## src/rtl/awlr_pkg.sv

```systemverilog
`default_nettype none
// ----------------------------------------------------------------------------
// awlr_pkg
// Shared widths, register indexes and the queue word type of the line
// resampler.
// ----------------------------------------------------------------------------
package awlr_pkg;

   // field widths
   localparam int LEN_W     = 13;
   localparam int COLOR_W   = 24;
   localparam int ALPHA_W   = 8;
   localparam int CHAN_W    = 8;

   // configuration register indexes
   localparam int CSR_IDX_W = 2;
   localparam logic [CSR_IDX_W-1:0] REG_SRC_LEN      = 2'd0;
   localparam logic [CSR_IDX_W-1:0] REG_DST_LEN      = 2'd1;
   localparam logic [CSR_IDX_W-1:0] REG_ALPHA_ENABLE = 2'd2;

   // datapath widths
   localparam int POS_W     = 27;          // i*sn, (2i+1)*sn and area edges
   localparam int W_W       = 17;          // sample weight, up to 65536
   localparam int WA_W      = 25;          // weight times alpha
   localparam int AA_W      = 25;          // alpha weight total
   localparam int ACC_W     = 34;          // channel sums
   localparam int NUM_W     = 42;          // divider numerator
   localparam int DEN_W     = 25;          // divider denominator
   localparam int DIV_CNT_W = 6;           // holds NUM_W

   // 16.16 constants
   localparam logic [15:0]    HALF_ONE = 16'h8000;
   localparam logic [W_W-1:0] ONE_16   = 17'h10000;
   localparam logic [7:0]     FULL_ALPHA = 8'hff;

   // word carried from the front to the back
   typedef struct packed {
      logic               gen;
      logic [LEN_W-1:0]   idx;
      logic               last;
      logic [COLOR_W-1:0] color;
      logic [ALPHA_W-1:0] alpha;
   } qent_type;

endpackage
`default_nettype wire

```

## src/rtl/awlr_front.sv

```systemverilog
`default_nettype none
// ----------------------------------------------------------------------------
// awlr_front
// Takes request words, tags them with load address or output index and the
// last flag, and holds them in a two-entry queue for the back end.
// ----------------------------------------------------------------------------
module awlr_front (
   input  wire logic                           clock,
   input  wire logic                           reset,
   input  wire logic                           req_valid,
   output logic                                req_ready,
   input  wire logic                           req_mode,
   input  wire logic [awlr_pkg::COLOR_W-1:0]   req_pixel_color,
   input  wire logic [awlr_pkg::ALPHA_W-1:0]   req_pixel_alpha,
   input  wire logic                           cfg_clear,
   input  wire logic [awlr_pkg::LEN_W-1:0]     sn,
   input  wire logic [awlr_pkg::LEN_W-1:0]     dn,
   output logic                                q_valid,
   output awlr_pkg::qent_type                  q_data,
   input  wire logic                           q_pop
);
   import awlr_pkg::*;

   qent_type         slot_ff [2];
   qent_type         entry;
   logic [1:0]       count_ff, count_in;
   logic             wr_ptr_ff, wr_ptr_in;
   logic             rd_ptr_ff, rd_ptr_in;
   logic [LEN_W-1:0] load_pos_ff, load_pos_in;
   logic [LEN_W-1:0] out_pos_ff, out_pos_in;
   logic [LEN_W-1:0] cur_i;
   logic [LEN_W:0]   load_nxt;
   logic [LEN_W:0]   out_nxt;
   logic             push;

   assign req_ready = count_ff != 2'd2;
   assign push      = req_valid && req_ready;
   assign q_valid   = count_ff != 2'd0;
   assign q_data    = slot_ff[rd_ptr_ff];

   // classify the word and step the positions
   always_comb begin
      cur_i       = (out_pos_ff >= dn) ? '0 : out_pos_ff;
      load_nxt    = {1'b0, load_pos_ff} + 1'b1;
      out_nxt     = {1'b0, cur_i} + 1'b1;
      entry.gen   = req_mode;
      entry.idx   = req_mode ? cur_i : load_pos_ff;
      entry.last  = req_mode && (out_nxt == {1'b0, dn});
      entry.color = req_pixel_color;
      entry.alpha = req_pixel_alpha;
      load_pos_in = load_pos_ff;
      out_pos_in  = out_pos_ff;
      if (cfg_clear) begin
         load_pos_in = '0;
         out_pos_in  = '0;
      end else if (push) begin
         if (req_mode) begin
            out_pos_in = (out_nxt >= {1'b0, dn}) ? '0 : out_nxt[LEN_W-1:0];
         end else begin
            load_pos_in = (load_nxt >= {1'b0, sn}) ? '0 : load_nxt[LEN_W-1:0];
         end
      end
   end

   // queue pointers and fill count
   always_comb begin
      wr_ptr_in = push ? !wr_ptr_ff : wr_ptr_ff;
      rd_ptr_in = q_pop ? !rd_ptr_ff : rd_ptr_ff;
      case ({push, q_pop})
         2'b10:   count_in = count_ff + 2'd1;
         2'b01:   count_in = count_ff - 2'd1;
         default: count_in = count_ff;
      endcase
   end

   always_ff @(posedge clock) begin
      if (reset) begin
         count_ff    <= '0;
         wr_ptr_ff   <= 1'b0;
         rd_ptr_ff   <= 1'b0;
         load_pos_ff <= '0;
         out_pos_ff  <= '0;
      end else begin
         count_ff    <= count_in;
         wr_ptr_ff   <= wr_ptr_in;
         rd_ptr_ff   <= rd_ptr_in;
         load_pos_ff <= load_pos_in;
         out_pos_ff  <= out_pos_in;
      end
      if (push) begin
         slot_ff[wr_ptr_ff] <= entry;
      end
   end

endmodule
`default_nettype wire

```

## config.mk

```make
export PLATFORM = sky130hd
export DESIGN_NAME = awlr_front
export DESIGN_NICKNAME = d
export VERILOG_FILES = /design/src/rtl/awlr_pkg.sv /design/src/rtl/awlr_front.sv
export SDC_FILE = /design/constraint.sdc
export NUM_CORES = 1
export LEC_CHECK = 0
export ABC_AREA = 0
export CORE_ASPECT_RATIO = 1.1
export CORE_MARGIN = 5
export CORE_UTILIZATION = 60
export DETAILED_ROUTE_END_ITERATION = 10
export DONT_BUFFER_PORTS = 1
export PLACE_DENSITY = 0.8
export SLEW_MARGIN = 20
export SYNTH_ARGS = -nofsm -noshare
export SYNTH_HDL_FRONTEND = slang
export SYNTH_SLANG_ARGS = --single-unit
export TNS_END_PERCENT = 5
```

## constraint.sdc

```tcl
create_clock -name clock -period 5 [get_ports clock]
set_input_delay 0.75 -clock clock [delete_from_list [all_inputs] [get_ports clock]]
set_output_delay 0.75 -clock clock [all_outputs]
set_load 0.01 [all_outputs]
```

==> results of run 1 <==
[cell type report]
| class | instances | area share [%] |
|---|---|---|
| clock buffers | 20 | 6.33 |
| clock inverters | 12 | 1.40 |
| inverters | 42 | 2.23 |
| multi-input cells | 353 | 38.0 |
| flip-flops and latches | 125 | 48.8 |
| well taps | 143 | 2.53 |
| repair buffers | 7 | 0.744 |
[routing by layer]
metal  wire length [µm]  track usage [%]  vias to the layer above
met2               6830             35.6                      186
met4                206             6.79                        0
met5                  0                0                        -
li1                   -                -                     2024
met3               1430             8.78                       22
met1               5480             27.5                     2074
[synthesized netlist by cell type, types with 3 or more instances]
master	n	area (µm²)
edfxtp_1	94	2820
mux2_2	49	552
nand2_1	48	180
ha_1	42	526
inv_1	42	158
dfxtp_1	31	621
nor2_1	29	109
nand3_1	21	105
nand4_1	18	113
a21oi_1	17	85.1
clkbuf_1	16	60.1
a31oi_1	15	93.8
o22ai_1	13	81.3
xnor2_1	13	114
o21ai_0	7	35.0
a21o_1	6	45.0
xor2_1	6	52.6
buf_2	5	25.0
nor3_1	5	25.0
or2_2	5	31.3
o21a_1	4	30.0
or3_1	4	25.0
and4_1	3	26.3
nand2b_1	3	18.8
o211ai_1	3	22.5
[report_power, final]
part / leakage [nW] / switching (mW) / internal [mW]
sequential: 1.14 / 0.0398 / 1.22
combinational: 1.30 / 0.156 / 0.0934
clock: 0.263 / 0.418 / 0.690
total: 2.71 / 0.614 / 2.00
[sequential cells by signal, indices dropped and copies added (netlist names), named ones only]
signal	cells
count_ff	2
load_pos_ff	13
out_pos_ff	13
rd_ptr_ff	1
slot_ff	94
wr_ptr_ff	1
[cells in the final DEF, fill, tap and decap left out, drive strengths merged, types with 3 or more instances in the layout]
master / instances
a21o: 6
a21oi: 17
a31oi: 15
and3: 4
and4: 4
buf: 7
clkbuf: 20
clkinv: 7
clkinvlp: 3
dfxtp: 31
edfxtp: 94
ha: 42
inv: 43
mux2: 49
nand2: 48
nand2b: 4
nand3: 22
nand4: 19
nor2: 29
nor3: 5
o211ai: 4
o21a: 4
o21ai: 8
o22ai: 13
or2: 5
or3: 4
xnor2: 13
xor2: 6
[final timing paths]
kind / end / slack (ps) / cells after the start
worst max-delay path: out_pos_ff[7]$_SDFFE_PP0P_ / 440 / 19
worst min-delay path: count_ff[1]$_SDFFE_PP0P_ / 420 / 1
worst max register to register: out_pos_ff[7]$_SDFFE_PP0P_ / 440 / 19
worst min register to register: load_pos_ff[11]$_SDFFE_PP0P_ / 490 / 2
[cell families after synthesis]
family | after synthesis | share of synthesized area (%)
flip-flops | 125 | 53.9
AND/OR/NAND/NOR | 153 | 12.2
AO/OA/AOI/OAI | 89 | 9.95
adder cells (fa/ha/maj) | 42 | 8.22
XOR/XNOR | 19 | 2.60
multiplexers | 50 | 8.79
buffers and inverters | 67 | 4.35
[through the flow]
| stage | std cells | power [mW] | cell area, µm² | hold slack (ps) |
|---|---|---|---|---|
| 6_report | 702 | 2.62 | 7060 | 417 |
| 5_1_grt | 702 | 2.72 | 7060 | 393 |
| 4_1_cts | 702 | 2.63 | 7060 | 403 |
| 3_5_place_dp | 670 | 1.53 | 6520 | 479 |
| 3_3_place_gp | 670 | 1.52 | 6520 | 472 |
| 2_1_floorplan | 545 | 1.47 | 6390 | 445 |
[critical path: stages, from the launching register on]
cell and delay, ps:
dfxtp_1 540, ha_1 340, a21oi_1 120, o21ai_0 90, a21oi_1 240, o31a_1 260
nand2_1 90, inv_1 110, ha_1 230, nand3_1 140, nor2_1 320, a21boi_0 180
o21a_1 220, ha_1 180, a21o_1 210, a2111oi_4 350, and4_1 370, buf_4 210
nand3b_1 80, a31oi_1 170
==> flow_metrics.py, run 1 <==
metrics = {
    "routing": {
        "first_pass_iters": 5,
        "drtIter0Drc": 371,
        "routed_wl_um": 13900,
        "drc": 0,
        "vias": 4306,
        "viasPerCell": 6.13,
        "wl_per_cell_um": 19.9,
        "ant_nets": 0,
    },
    "worst_setup_path": {
        "path_class": "reg2reg",
        "setup.worst_path.start": "out_pos_ff[8]$_SDFFE_PP0P_",
        "worstReg2RegStart": "out_pos_ff[8]$_SDFFE_PP0P_",
        "worst-path-max-fanout": 10,
        "startpoint_type": "flip-flop",
        "required_ps": 5330,
        "end_kind": "flip-flop",
        "arrival_ps": 4880,
    },
    "timing": {
        "maxSlewHeadroom_pct": 28.5,
        "period_share_pct": 91.2,
        "setup_viol": 0,
        "rsz0062_at_grt": "false",
        "max_freq_mhz": 219,
        "setup-tns-final_ps": 0,
        "clock_skew_ps": 6.33,
        "timing.final.ws_setup_ps": 441,
        "slew_violations": 0,
        "worst_pin_slew_ps": 1070,
        "min_period_ps": 4560,
        "finalHoldViolCount": 0,
    },
    "global_routing": {
        "grt_max_degree": 48,
        "grt_overflow": 0,
        "antenna_found_initial": 0,
        "grt_pass1_wl_um": 22000,
        "globalRouteTotalUtil_pct": 22.1,
        "grt_pass1_vias": 4306,
    },
    "cts": {
        "htreeDepth": 4,
        "cts_tree": "built",
        "postCtsSetupRepairBufs": 0,
        "clock-sinks": 125,
        "clock_path_buffers": 2,
        "ctsHoldBuffers": 0,
        "cts_resized": 0,
        "cts_buffers": 17,
        "worstSkewPairLatency_ps": 400,
        "cts.clk_slew.worst_paths_ps": 50,
        "cts-root-buf": "clkbuf_16",
    },
    "power": {
        "peakVddDrop_mv": 0.201,
        "p_per_area_mw_per_mm2": 371,
        "leakage_nw": 2.71,
    },
    "synth": {
        "ys_ff_latch": 125,
        "async_flop_share_pct": 0,
        "yosysSeqAreaShare_pct": 53.9,
        "syn_inst": 545,
        "yosysWarningCount": 0,
        "ys_types": 61,
        "syn_avg_cell_area_um2": 11.7,
        "netlist_area_mm2": 0.00639,
        "synth_nets": 651,
        "synthFlopType": "edfxtp_1",
        "synth_edf_count": 94,
    },
    "finish": {
        "multi_input_area_mm2": 0.00268,
        "layout-drive-gt1-share_pct": 18.2,
        "diodes": 0,
        "final.fill_count": 768,
        "synthToLayoutAreaGrowth_pct": 10.5,
        "regArea_mm2": 0.00344,
        "nets": 652,
        "utilization_pct": 67.9,
    },
    "run_status": {
        "status": "complete, no violations",
    },
    "floorplanning": {
        "fp-row-count": 39,
        "ioPinCount": 113,
        "die_width_um": 108,
        "dieHeight_um": 118,
        "die_area_mm2": 0.0128,
        "initial_core_util_pct": 61.5,
        "coreArea_mm2": 0.0104,
    },
    "place": {
        "dpl.hpwl_um": 9940,
        "pre_cts_slack_ps": 258,
        "gp_routability_congestion": 0.891,
        "port_buffers": 0,
    },
    "worst_hold_path": {
        "hp-start": "reset",
        "hp-class": "in2reg",
    },
    "flow_run": {
        "drv_cap": 0,
    },
}
Power figures use the tool's default switching activity.
==> run 2: changes to the inputs <==
--- a/config.mk
+++ b/config.mk
@@ -9,6 +9,7 @@
 export CORE_ASPECT_RATIO = 1.1
 export CORE_MARGIN = 5
 export CORE_UTILIZATION = 60
+export CTS_BUF_LIST = sky130_fd_sc_hd__clkbuf_8
 export DETAILED_ROUTE_END_ITERATION = 10
 export DONT_BUFFER_PORTS = 1
 export PLACE_DENSITY = 0.8
==> flow_metrics.py, run 2 (synthesis results as in run 1) <==
metrics = {
    "power": {
        "p_per_area_mw_per_mm2": 332,
        "p_switching_mw": 0.575,
        "leakage_nw": 2.64,
        "p_int_mw": 1.71,
        "pwr-share-seq_pct": 54.9,
        "peakVddDrop_mv": 0.153,
        "finalPower_mw": 2.28,
        "clock_power_share_pct": 34.0,
        "switching_share_pct": 25.2,
        "combinationalPowerShare_pct": 11.1,
    },
    "routing": {
        "viasPerCell": 6.08,
        "wl_per_cell_um": 19.5,
        "vias": 4272,
        "ant_nets": 0,
        "drc": 0,
        "routed_wl_um": 13700,
        "first_pass_iters": 6,
        "drtIter0Drc": 356,
    },
    "global_routing": {
        "globalRouteTotalUtil_pct": 21.9,
        "grt_overflow": 0,
        "grt_max_degree": 48,
        "grt_pass1_vias": 4314,
        "antenna_found_initial": 0,
        "grt_pass1_wl_um": 21900,
    },
    "finish": {
        "synthToLayoutAreaGrowth_pct": 7.81,
        "final.fill_count": 794,
        "layout_commonest_cell": "edfxtp_1",
        "reg.largest.list": "slot_ff: 94 flops, load_pos_ff: 13 flops, out_pos_ff: 13 flops",
        "layout_common_cells": "edfxtp_1, mux2_2, nand2_1",
        "diodes": 0,
        "nets": 653,
        "layout-drive-gt1-share_pct": 18.4,
        "instances_no_fill": 703,
        "largest_reg_flops": 94,
        "finalInstanceArea_mm2": 0.00689,
        "utilization_pct": 66.3,
        "top_register": "slot_ff",
    },
    "flow_run": {
        "drv_cap": 0,
    },
    "floorplanning": {
        "initial_core_util_pct": 61.5,
        "die_width_um": 108,
        "coreArea_mm2": 0.0104,
        "die_area_mm2": 0.0128,
        "ioPinCount": 113,
        "dieHeight_um": 118,
        "fp-row-count": 39,
    },
    "cts": {
        "cts_resized": 0,
        "htreeDepth": 4,
        "cts-root-buf": "clkbuf_8",
        "cts_tree": "built",
        "ctsHoldBuffers": 0,
        "cts.clk_slew.worst_paths_ps": 70,
        "postCtsSetupRepairBufs": 0,
        "clock_path_buffers": 2,
        "worstSkewPairLatency_ps": 420,
        "clock-sinks": 125,
        "cts_buffers": 17,
    },
    "place": {
        "postPlaceCellArea_mm2": 0.00652,
        "port_buffers": 0,
        "dpl.hpwl_um": 9940,
        "gp_routability_congestion": 0.891,
        "post-place-cells": 670,
        "pre_cts_slack_ps": 258,
    },
    "timing": {
        "clock_skew_ps": 10.1,
        "worst_pin_slew_ps": 1050,
        "slew_violations": 0,
        "setup_viol": 0,
        "setup-tns-final_ps": 0,
        "whs_ps": 398,
        "max_freq_mhz": 219,
        "period_share_pct": 91.3,
        "finalHoldViolCount": 0,
        "maxSlewHeadroom_pct": 29.7,
        "min_period_ps": 4570,
        "rsz0062_at_grt": "false",
        "timing.final.ws_setup_ps": 433,
    },
    "worst_hold_path": {
        "hp-class": "in2reg",
        "hp-start": "reset",
    },
    "worst_setup_path": {
        "startpoint_type": "flip-flop",
        "required_ps": 5300,
        "end_kind": "flip-flop",
        "path_class": "reg2reg",
        "arrival_ps": 4870,
        "setup.worst_path.start": "out_pos_ff[8]$_SDFFE_PP0P_",
        "worst-path-max-fanout": 10,
        "worstReg2RegStart": "out_pos_ff[8]$_SDFFE_PP0P_",
    },
    "run_status": {
        "status": "complete, no violations",
    },
}
## run 2: cell types whose count changed in the layout (fill, tap and decap cells not counted)
cell / before / now
buf_12: 0 / 1
clkbuf_1: 2 / 0
clkbuf_16: 17 / 0
clkbuf_8: 1 / 18
inv_1: 42 / 44
## run 2: final timing paths
path | slack [ps] | end | cells past startpoint
max | 430 | out_pos_ff[11]$_SDFFE_PP0P_ | 21
min | 400 | count_ff[1]$_SDFFE_PP0P_ | 1
max reg2reg | 430 | out_pos_ff[11]$_SDFFE_PP0P_ | 21
min reg2reg | 490 | load_pos_ff[11]$_SDFFE_PP0P_ | 2
## run 2: power groups by stage
stage,clock network (mW),logic [mW],registers (mW)
finish,0.777,0.253,1.25
detailed placement,0,0.251,1.28
CTS,0.787,0.253,1.26
global placement,0,0.246,1.27
floorplan,0,0.214,1.26
global route,0.852,0.274,1.26
## run 2: final cells by class
class | count | area, µm² | area share [%]
flip-flops and latches | 125 | 3440 | 50.0
clock inverters | 14 | 106 | 1.54
inverters | 42 | 158 | 2.29
well taps | 143 | 179 | 2.60
multi-input cells | 353 | 2680 | 38.9
repair buffers | 8 | 72.6 | 1.05
clock buffers | 18 | 248 | 3.60
## run 2: critical path, stage by stage, from the launching register on
cell and delay [ps]:
dfxtp_1 550, ha_1 340, a21oi_1 120, o21ai_0 90, a21oi_1 240, o31a_1 260
nand2_1 90, inv_1 110, ha_1 230, nand3_1 140, or2_2 360, nor2_1 200
xnor2_1 150, nor2_1 60, ha_1 340, nand3_1 100, nor2_1 150, o221ai_1 140
and4_1 300, buf_4 200, a31oi_1 200, a31oi_1 60
## run 2: per-layer routing
| layer | global-route usage (%) | vias to the layer above | routed length [µm] |
|---|---|---|---|
| met5 | 0 | - | 0 |
| met4 | 8.13 | 0 | 313 |
| met3 | 8.83 | 31 | 1290 |
| met2 | 34.5 | 171 | 6630 |
| met1 | 27.1 | 2045 | 5500 |
| li1 | - | 2025 | - |
